===== config.mk =====
export PLATFORM = sky130hd
export DESIGN_NAME = heat_equation_row_stencil
export DESIGN_NICKNAME = d
export VERILOG_FILES = /design/src/hw/rtl/hes_pkg.sv /design/src/hw/rtl/hes_mul.sv /design/src/hw/rtl/hes_seq.sv /design/src/hw/rtl/heat_equation_row_stencil.sv
export SDC_FILE = /design/constraint.sdc
export NUM_CORES = 2
export LEC_CHECK = 0
export BUFFER_PORTS_ARGS = -buffer_cell sky130_fd_sc_hd__buf_2
export CELL_PAD_IN_SITES_DETAIL_PLACEMENT = 0
export CELL_PAD_IN_SITES_GLOBAL_PLACEMENT = 1
export CORE_ASPECT_RATIO = 0.9
export CORE_MARGIN = 5
export CORE_UTILIZATION = 55
export DETAILED_ROUTE_END_ITERATION = 10
export GPL_ROUTABILITY_DRIVEN = 0
export PLACE_DENSITY = 0.95
export SLEW_MARGIN = 20
export SYNTH_ARGS = -nofsm -noshare
export SYNTH_HDL_FRONTEND = slang
export SYNTH_SLANG_ARGS = --single-unit

===== constraint.sdc =====
create_clock -name clk_i -period 32.4 [get_ports clk_i]
set_clock_uncertainty 0.1 [all_clocks]
set_input_delay 4.86 -clock clk_i [delete_from_list [all_inputs] [get_ports clk_i]]
set_output_delay 4.86 -clock clk_i [all_outputs]
set_load 0.02 [all_outputs]

===== src/hw/rtl/hes_pkg.sv =====
// Shared types, constants and helpers for the heat equation row stencil.
package hes_pkg;

  localparam int GRID_POINTS = 128;
  localparam int POS_W       = 7;
  localparam int IDX_BITS    = $clog2(GRID_POINTS);
  localparam int CNT_W       = (IDX_BITS > POS_W) ? IDX_BITS : POS_W;

  localparam int DATA_W  = 32;
  localparam int FORCE_W = 31;
  localparam int MUL_A_W = 36;
  localparam int MUL_B_W = 19;
  localparam int PROD_W  = MUL_A_W + MUL_B_W;
  localparam int RND_W   = PROD_W - 16;
  localparam int ACC_W   = 40;

  localparam int CFG_IDX_W  = 2;
  localparam int CFG_DATA_W = 18;

  typedef enum logic [CFG_IDX_W-1:0] {
    REG_GAIN        = 2'd0,
    REG_SPACE_STEP  = 2'd1,
    REG_LEFT_RECIP  = 2'd2,
    REG_RIGHT_RECIP = 2'd3
  } cfg_idx_e;

  typedef enum logic [3:0] {
    S_IDLE,
    S_LAP,
    S_INNER,
    S_PUT_INNER,
    S_FMUL,
    S_TSUM,
    S_EMUL,
    S_EDGE,
    S_PUT_EDGE
  } seq_state_e;

  typedef struct packed {
    logic [15:0] gain;
    logic [15:0] space_step;
    logic [17:0] left_recip;
    logic [16:0] right_recip;
  } cfg_t;

  typedef struct packed {
    logic                      en;
    logic signed [MUL_A_W-1:0] a;
    logic signed [MUL_B_W-1:0] b;
  } mul_req_t;

  // Clamp a wide signed value to the signed 32-bit range.
  function automatic logic signed [DATA_W-1:0] sat32(input logic signed [ACC_W-1:0] v);
    logic signed [ACC_W-1:0] hi;
    logic signed [ACC_W-1:0] lo;
    hi = ACC_W'(signed'({1'b0, {(DATA_W-1){1'b1}}}));
    lo = -hi - ACC_W'(1);
    if (v > hi) begin
      sat32 = {1'b0, {(DATA_W-1){1'b1}}};
    end else if (v < lo) begin
      sat32 = {1'b1, {(DATA_W-1){1'b0}}};
    end else begin
      sat32 = v[DATA_W-1:0];
    end
  endfunction

endpackage


===== src/hw/rtl/hes_mul.sv =====
// Shared signed multiplier with registered product and round-half-up by 2^16.
module hes_mul import hes_pkg::*; (
  input  logic                    clk_i,
  input  mul_req_t                req_i,
  output logic signed [RND_W-1:0] rnd_o
);

  logic signed [PROD_W-1:0] prod_q;
  logic signed [PROD_W-1:0] prod_bias;

  always_ff @(posedge clk_i) begin
    if (req_i.en) begin
      prod_q <= PROD_W'(req_i.a) * PROD_W'(req_i.b);
    end
  end

  // floor(p / 2^16 + 1/2)
  assign prod_bias = prod_q + PROD_W'(32768);
  assign rnd_o     = prod_bias[PROD_W-1:16];

endmodule


===== src/hw/rtl/hes_seq.sv =====
// Row sequencer: sample history, step control and the output register.
module hes_seq import hes_pkg::*; (
  input  logic                    clk_i,
  input  logic                    rst_ni,
  input  cfg_t                    cfg_i,
  input  logic                    in_valid_i,
  output logic                    in_ready_o,
  input  logic signed [DATA_W-1:0] in_value_i,
  input  logic                    in_end_i,
  input  logic [FORCE_W-1:0]      in_lf_i,
  input  logic [FORCE_W-1:0]      in_rf_i,
  output logic                    out_valid_o,
  input  logic                    out_ready_i,
  output logic signed [DATA_W-1:0] out_value_o,
  output logic [POS_W-1:0]        out_pos_o,
  output logic                    out_last_o
);

  seq_state_e state_q, state_d;

  logic signed [DATA_W-1:0] x_q, older_q, recent_q, inner_q, edge_q;
  logic signed [MUL_A_W-1:0] t_q;
  logic [FORCE_W-1:0]        lf_q, rf_q;
  logic                      last_q;
  logic [CNT_W-1:0]          cnt_q, idx_q, idx_m1;

  logic                      in_xfer, in_last, prime;
  logic                      is_first, load_out;
  logic signed [RND_W-1:0]   rnd;
  logic signed [ACC_W-1:0]   rnd_x, inner_sum, t_sum;
  logic signed [MUL_A_W-1:0] lap;
  mul_req_t                  mul_req;

  logic                      out_valid_q;
  logic signed [DATA_W-1:0]  out_value_q;
  logic [POS_W-1:0]          out_pos_q;
  logic                      out_last_q;

  hes_mul u_mul (
    .clk_i (clk_i),
    .req_i (mul_req),
    .rnd_o (rnd)
  );

  assign in_ready_o = (state_q == S_IDLE);
  assign in_xfer    = in_valid_i && in_ready_o;
  assign in_last    = in_end_i || (cnt_q >= CNT_W'(GRID_POINTS - 1));
  // The first two points of a row only fill history; rows too short to update are dropped.
  assign prime      = (cnt_q < CNT_W'(2)) || ((cnt_q == CNT_W'(2)) && in_last);
  assign is_first   = (idx_q == CNT_W'(2));
  assign idx_m1     = idx_q - CNT_W'(1);

  assign lap       = MUL_A_W'(older_q) + MUL_A_W'(x_q) - (MUL_A_W'(recent_q) <<< 1);
  assign rnd_x     = ACC_W'(rnd);
  assign inner_sum = ACC_W'(recent_q) + rnd_x;
  assign t_sum     = is_first ? (ACC_W'(inner_q) - rnd_x) : (ACC_W'(inner_q) + rnd_x);

  // next state
  always_comb begin
    state_d = state_q;
    case (state_q)
      S_IDLE:      if (in_xfer && !prime) state_d = S_LAP;
      S_LAP:       state_d = S_INNER;
      S_INNER:     state_d = is_first ? S_FMUL : S_PUT_INNER;
      S_PUT_INNER: begin
        if (!out_valid_q) begin
          state_d = (!is_first && last_q) ? S_FMUL : S_IDLE;
        end
      end
      S_FMUL:      state_d = S_TSUM;
      S_TSUM:      state_d = S_EMUL;
      S_EMUL:      state_d = S_EDGE;
      S_EDGE:      state_d = S_PUT_EDGE;
      S_PUT_EDGE: begin
        if (!out_valid_q) begin
          state_d = is_first ? S_PUT_INNER : S_IDLE;
        end
      end
      default:     state_d = S_IDLE;
    endcase
  end

  // multiplier operands and output load
  always_comb begin
    mul_req  = '0;
    load_out = 1'b0;
    case (state_q)
      S_LAP: begin
        mul_req.en = 1'b1;
        mul_req.a  = lap;
        mul_req.b  = MUL_B_W'(signed'({1'b0, cfg_i.gain}));
      end
      S_FMUL: begin
        mul_req.en = 1'b1;
        mul_req.a  = is_first ? MUL_A_W'(signed'({1'b0, lf_q}))
                              : MUL_A_W'(signed'({1'b0, rf_q}));
        mul_req.b  = MUL_B_W'(signed'({1'b0, cfg_i.space_step}));
      end
      S_EMUL: begin
        mul_req.en = 1'b1;
        mul_req.a  = t_q;
        mul_req.b  = is_first ? MUL_B_W'(signed'({1'b0, cfg_i.left_recip}))
                              : MUL_B_W'(signed'({1'b0, cfg_i.right_recip}));
      end
      S_PUT_INNER, S_PUT_EDGE: load_out = !out_valid_q;
      default: ;
    endcase
  end

  always_ff @(posedge clk_i or negedge rst_ni) begin
    if (!rst_ni) begin
      state_q     <= S_IDLE;
      cnt_q       <= '0;
      older_q     <= '0;
      recent_q    <= '0;
      out_valid_q <= 1'b0;
    end else begin
      state_q <= state_d;
      if (in_xfer && prime) begin
        if (in_last) begin
          cnt_q <= '0;
        end else begin
          if (cnt_q == '0) older_q <= in_value_i;
          else             recent_q <= in_value_i;
          cnt_q <= cnt_q + CNT_W'(1);
        end
      end
      // Advance the history once the stencil has read it.
      if (state_q == S_INNER) begin
        if (last_q) begin
          cnt_q <= '0;
        end else begin
          older_q  <= recent_q;
          recent_q <= x_q;
          cnt_q    <= idx_q + CNT_W'(1);
        end
      end
      if (load_out)                     out_valid_q <= 1'b1;
      else if (out_ready_i)             out_valid_q <= 1'b0;
    end
  end

  always_ff @(posedge clk_i) begin
    if (in_xfer) begin
      x_q    <= in_value_i;
      last_q <= in_last;
      lf_q   <= in_lf_i;
      rf_q   <= in_rf_i;
      idx_q  <= cnt_q;
    end
    if (state_q == S_INNER) inner_q <= sat32(inner_sum);
    if (state_q == S_TSUM)  t_q     <= t_sum[MUL_A_W-1:0];
    if (state_q == S_EDGE)  edge_q  <= sat32(rnd_x);
    if (load_out) begin
      if (state_q == S_PUT_EDGE) begin
        out_value_q <= edge_q;
        out_pos_q   <= is_first ? '0 : idx_q[POS_W-1:0];
        out_last_q  <= !is_first;
      end else begin
        out_value_q <= inner_q;
        out_pos_q   <= idx_m1[POS_W-1:0];
        out_last_q  <= 1'b0;
      end
    end
  end

  assign out_valid_o = out_valid_q;
  assign out_value_o = out_value_q;
  assign out_pos_o   = out_pos_q;
  assign out_last_o  = out_last_q;

`ifndef NO_ASSERTIONS
  a_no_overwrite: assert property (@(posedge clk_i) disable iff (!rst_ni)
    load_out |-> !out_valid_q) else $error("result register overwritten");
  a_edge_after_mul: assert property (@(posedge clk_i) disable iff (!rst_ni)
    (state_q == S_EDGE) |-> ($past(state_q) == S_EMUL)) else $error("edge without product");
  a_count_range: assert property (@(posedge clk_i) disable iff (!rst_ni)
    cnt_q <= CNT_W'(GRID_POINTS - 1)) else $error("point count past row length");
  a_right_edge_last: assert property (@(posedge clk_i) disable iff (!rst_ni)
    (load_out && (state_q == S_PUT_EDGE) && !is_first) |-> last_q)
    else $error("right edge on a row that has not ended");
`endif

endmodule


===== src/hw/rtl/heat_equation_row_stencil.sv =====
// Heat equation row stencil top level: configuration registers and stream ports.
// Takes the previous time row one point per transfer, left to right, and returns
// the next time row in signed Q15.16 with saturation. The first two points of a row
// give no result and leave the sequencer idle. Every further point runs through one
// shared multiplier under a sequencer: an interior point passes through the product,
// the sum, the output load and the return to idle; the third point adds the left
// edge and the last point the right edge, each with the forcing product, the sum or
// difference, the reciprocal product, the saturation and the output load. The
// input is ready only while the sequencer is idle; a point stalls at its output
// load while the previous result still waits in the output register. A row ends on
// tlast or at point GRID_POINTS-1; a row that ends within three points is dropped.
module heat_equation_row_stencil import hes_pkg::*; (
  input  logic                  clk_i,
  input  logic                  rst_ni,
  input  logic                  s_axis_tvalid,
  output logic                  s_axis_tready,
  // [31:0] old_value, [62:32] left_forcing, [93:63] right_forcing, [95:94] zero
  input  logic [95:0]           s_axis_tdata,
  input  logic                  s_axis_tlast,   // row_end
  output logic                  m_axis_tvalid,
  input  logic                  m_axis_tready,
  // [31:0] new_value, [38:32] position, [39] zero
  output logic [39:0]           m_axis_tdata,
  output logic                  m_axis_tlast,   // row_last
  input  logic                  cfg_valid_i,
  output logic                  cfg_ready_o,
  input  logic [CFG_IDX_W-1:0]  cfg_index_i,
  input  logic [CFG_DATA_W-1:0] cfg_data_i
);

  cfg_t                     cfg_q;
  logic signed [DATA_W-1:0] out_value;
  logic [POS_W-1:0]         out_pos;

  assign cfg_ready_o = 1'b1;

  always_ff @(posedge clk_i or negedge rst_ni) begin
    if (!rst_ni) begin
      cfg_q.gain        <= 16'd32768;
      cfg_q.space_step  <= 16'd2114;
      cfg_q.left_recip  <= 18'd67650;
      cfg_q.right_recip <= 17'd63516;
    end else if (cfg_valid_i && cfg_ready_o) begin
      case (cfg_idx_e'(cfg_index_i))
        REG_GAIN:        cfg_q.gain        <= cfg_data_i[15:0];
        REG_SPACE_STEP:  cfg_q.space_step  <= cfg_data_i[15:0];
        REG_LEFT_RECIP:  cfg_q.left_recip  <= cfg_data_i[17:0];
        REG_RIGHT_RECIP: cfg_q.right_recip <= cfg_data_i[16:0];
        default: ;
      endcase
    end
  end

  hes_seq u_seq (
    .clk_i       (clk_i),
    .rst_ni      (rst_ni),
    .cfg_i       (cfg_q),
    .in_valid_i  (s_axis_tvalid),
    .in_ready_o  (s_axis_tready),
    .in_value_i  (s_axis_tdata[31:0]),
    .in_end_i    (s_axis_tlast),
    .in_lf_i     (s_axis_tdata[62:32]),
    .in_rf_i     (s_axis_tdata[93:63]),
    .out_valid_o (m_axis_tvalid),
    .out_ready_i (m_axis_tready),
    .out_value_o (out_value),
    .out_pos_o   (out_pos),
    .out_last_o  (m_axis_tlast)
  );

  assign m_axis_tdata = {1'b0, out_pos, out_value};

endmodule


==> PnR_summary.wiki <==
{| class="wikitable"
! Metric !! Value
|-
| Outcome || completed
|-
| Maximum number of pins on one net before global-route repair || 129
|-
| GR Util All Layers || 0.282
|-
| Register cell area after layout || 0.0121 mm2
|-
| Clock tree root driver cell || clkbuf_16
|-
| Post-synthesis instance area || roughly 0.048 mm2
|-
| Fmax || 82.7 MHz
|-
| Final ANT Viol Nets || 0
|-
| Vias after detailed routing || 36900
|-
| Accumulated negative setup slack || 0 ps
|-
| Via count normalized by instance count || 5.76
|-
| Capturing element type of the critical path || register
|-
| Die extent in y || 290 um
|-
| Final cell count without fillers || 6410
|-
| Initial Util || 0.556
|-
| Distinct cell type count after synthesis || 100
|-
| CTS Hold Bufs || 0
|-
| Setup repair after global routing missed its margin || false
|-
| Share of synthesized registers carrying an async set or reset || 0.336
|-
| Total clock sinks || between 400 and 500
|-
| Number of CTS-inserted buffers || 46
|-
| Multi-input combinational cell area || around 0.031 mm2
|-
| Placeable core region || 0.0863 mm2
|-
| Clk slew on worst S/H paths || 60 ps
|-
| Final setup fails || 0
|-
| DR pass1 iterations || 6
|-
| Number of buffers between clock root and the deepest sink || 3
|-
| Post-DR wirelength/cell || 20.5 um
|-
| H-tree levels || 2
|-
| Worst rel slew slack || 0.215
|-
| Final Net Count || 6244
|-
| Placement Rows || 102
|-
| Met1 layer usage reported by global route || 0.376
|-
| Area added between synthesis and finish || 7.46%
|-
| Fraction of layout instances using a drive strength above 1 || 0.0866
|-
| Top cell by count, worst path || fa_1
|-
| FF+latch count, synth || ~430
|-
| Count of buffers inserted at the top-level ports || 161
|-
| Number of top-level pins || 166
|-
| Pins Over Slew Limit || 0
|-
| Post-route minimum period || between 10000 and 15000 ps
|-
| WS Path Type || reg -> reg
|-
| Diodes inserted || 0
|-
| Count of flip-flops with a built-in enable after synthesis || 282
|-
| Fill count || approximately 7400
|-
| Most common cell after layout, fill and taps aside || inv_1
|-
| GR Overflow Total || 0
|-
| Family with the most delay on the worst path || compound AO/OA/AOI/OAI gates
|-
| Number of instances in the synthesized netlist || 5166
|-
| Portion of the post-synthesis area used by sequential elements || 0.252
|-
| Syn nets || 6181
|-
| Kind of start point of the critical path || register
|-
| Actual slew at the worst max-slew pin || 1170 ps
|-
| Placed instance count || 6324
|-
| Worst Path Required || about 33000 ps
|-
| Drt first-iter violations || 3290
|-
| Final clock period utilization by the worst path || 0.373
|-
| Global-route track usage on met3 || 0.0655
|-
| Commonest cells after routing, fill and taps aside || inv_1, nand2_1, fa_1
|-
| TritonCTS clock tree || done
|-
| Number of cells upsized or downsized after cts || 0
|-
| CP arrival || 12330 ps
|-
| Final routed wirelength across all metal layers || 132 mm
|-
| Maximum Capacitance Violations || 0
|-
| Most used DFF post-synth || edfxtp_1
|-
| DIE WIDTH || 321 um
|-
| Area of the die || 0.0932 mm2
|-
| Cell with the biggest individual delay on the critical path || fa_1
|-
| Mean instance size in the synthesized netlist || 9.28 um2
|-
| Initial antenna violation count || 1
|-
| Vias in the first global route || 37500
|-
| Critical path peak fanout || 19
|-
| Yosys warning total || 0
|-
| Hold Path Class || reg -> reg
|-
| Longest individual stage delay on the worst path || 850 ps
|-
| Routing usage on met2 || 0.451
|-
| Hold violation total from the final report || 0
|-
| Wire length of the first global-routing pass || 207 mm
|-
| Remaining routing DRC violations || 0
|-
| Insertion delay to the later sink of the worst-skew pair || 600 ps
|-
| Number of buffer and inverter stages on the critical path || 4
|-
| Post-CTS setup-driven buffer insertion count || 0
|-
| Most Crowded Layer GR || met2
|-
| HPWL after DPL || 101 mm
|}
## metrics by stage
step	hold WS (ps)	utilization	worst slack, ps	instance area [um2]
after floorplan	362	-	22190	48000
final	402	0.597	20300	51500
after CTS	406	0.597	20440	51500
after detailed placement	393	0.580	20510	50100
after global placement	387	0.580	20640	50100
after global routing	414	0.597	19770	51500
## final timing paths
check	from	endpoint	slack (ps)	cells past startpoint
setup / recovery	u_seq.recent_q[1]	u_seq.u_mul.prod_q[51]	20300	34
hold / removal	cfg_q[8]	cfg_q[8]	400	1
setup reg to reg	u_seq.recent_q[1]	u_seq.u_mul.prod_q[51]	20300	34
hold reg to reg	cfg_q[8]	cfg_q[8]	400	1
max in group asynchronous	rst_ni	cfg_q[10]	26520	2
min in group asynchronous	rst_ni	u_seq.recent_q[26]	4160	1
## cells in the mapped netlist, types with 28 or more instances
master,count,share of area
nand3_1,56,0.0058
mux2i_1,86,0.018
nor3_1,38,0.0040
ha_1,257,0.067
xor2_1,77,0.014
mux2_2,70,0.016
xnor2_1,159,0.029
buf_2,28,0.0029
nand2_1,672,0.053
o21a_1,39,0.0061
a21o_1,73,0.011
o21ai_0,125,0.013
dfrtp_1,127,0.066
edfxtp_1,282,0.18
nand4_1,32,0.0042
o21ai_1,48,0.0050
nand2b_1,31,0.0040
and2_1,75,0.0098
inv_1,1012,0.079
clkbuf_1,165,0.013
and3_1,36,0.0047
nor2b_1,48,0.0063
fa_1,636,0.27
nor2_1,364,0.028
a21oi_1,283,0.030
## layer usage
layer,wire (um),vias to the layer above,share of wire
li1,-,16700,-
met1,52600,18300,0.40
met2,60500,1537,0.46
met3,12400,369,0.094
met4,6010,0,0.046
met5,0,-,0
## layout make-up
type / count / area share
clock buffers: 68 / 0.0251
clock inverters: 17 / 0.00337
inverters: 1013 / 0.0738
multi-input cells: 3518 / 0.610
flip-flops and latches: 425 / 0.234
well taps: 1144 / 0.0278
repair buffers: 225 / 0.0254
## cell families (layout without fill, tap and decap cells)
kind of cell,count (synthesis),in the layout,share of synthesized area
buf+inv,1223,1323,0.0969
simple gates,1430,1430,0.134
fa+ha+maj,899,899,0.334
other cells,2,2,0.000157
compound gates,795,795,0.107
flops,425,425,0.252
mux,156,156,0.0344
xor+xnor,236,236,0.0431
## state kept, by name, summed over array words and instances, names as in the netlist, 31 cells and up
name,count
cfg_q,67
u_seq.edge_q,32
u_seq.inner_q,32
u_seq.lf_q,31
u_seq.older_q,32
u_seq.out_value_o,32
u_seq.recent_q,32
u_seq.rf_q,31
u_seq.t_q,36
u_seq.u_mul.prod_q,40
u_seq.x_q,32
Power is left out: the tool's default activity adds up to more than one toggle a clock period on the data nets, which glitch-free logic cannot reach.
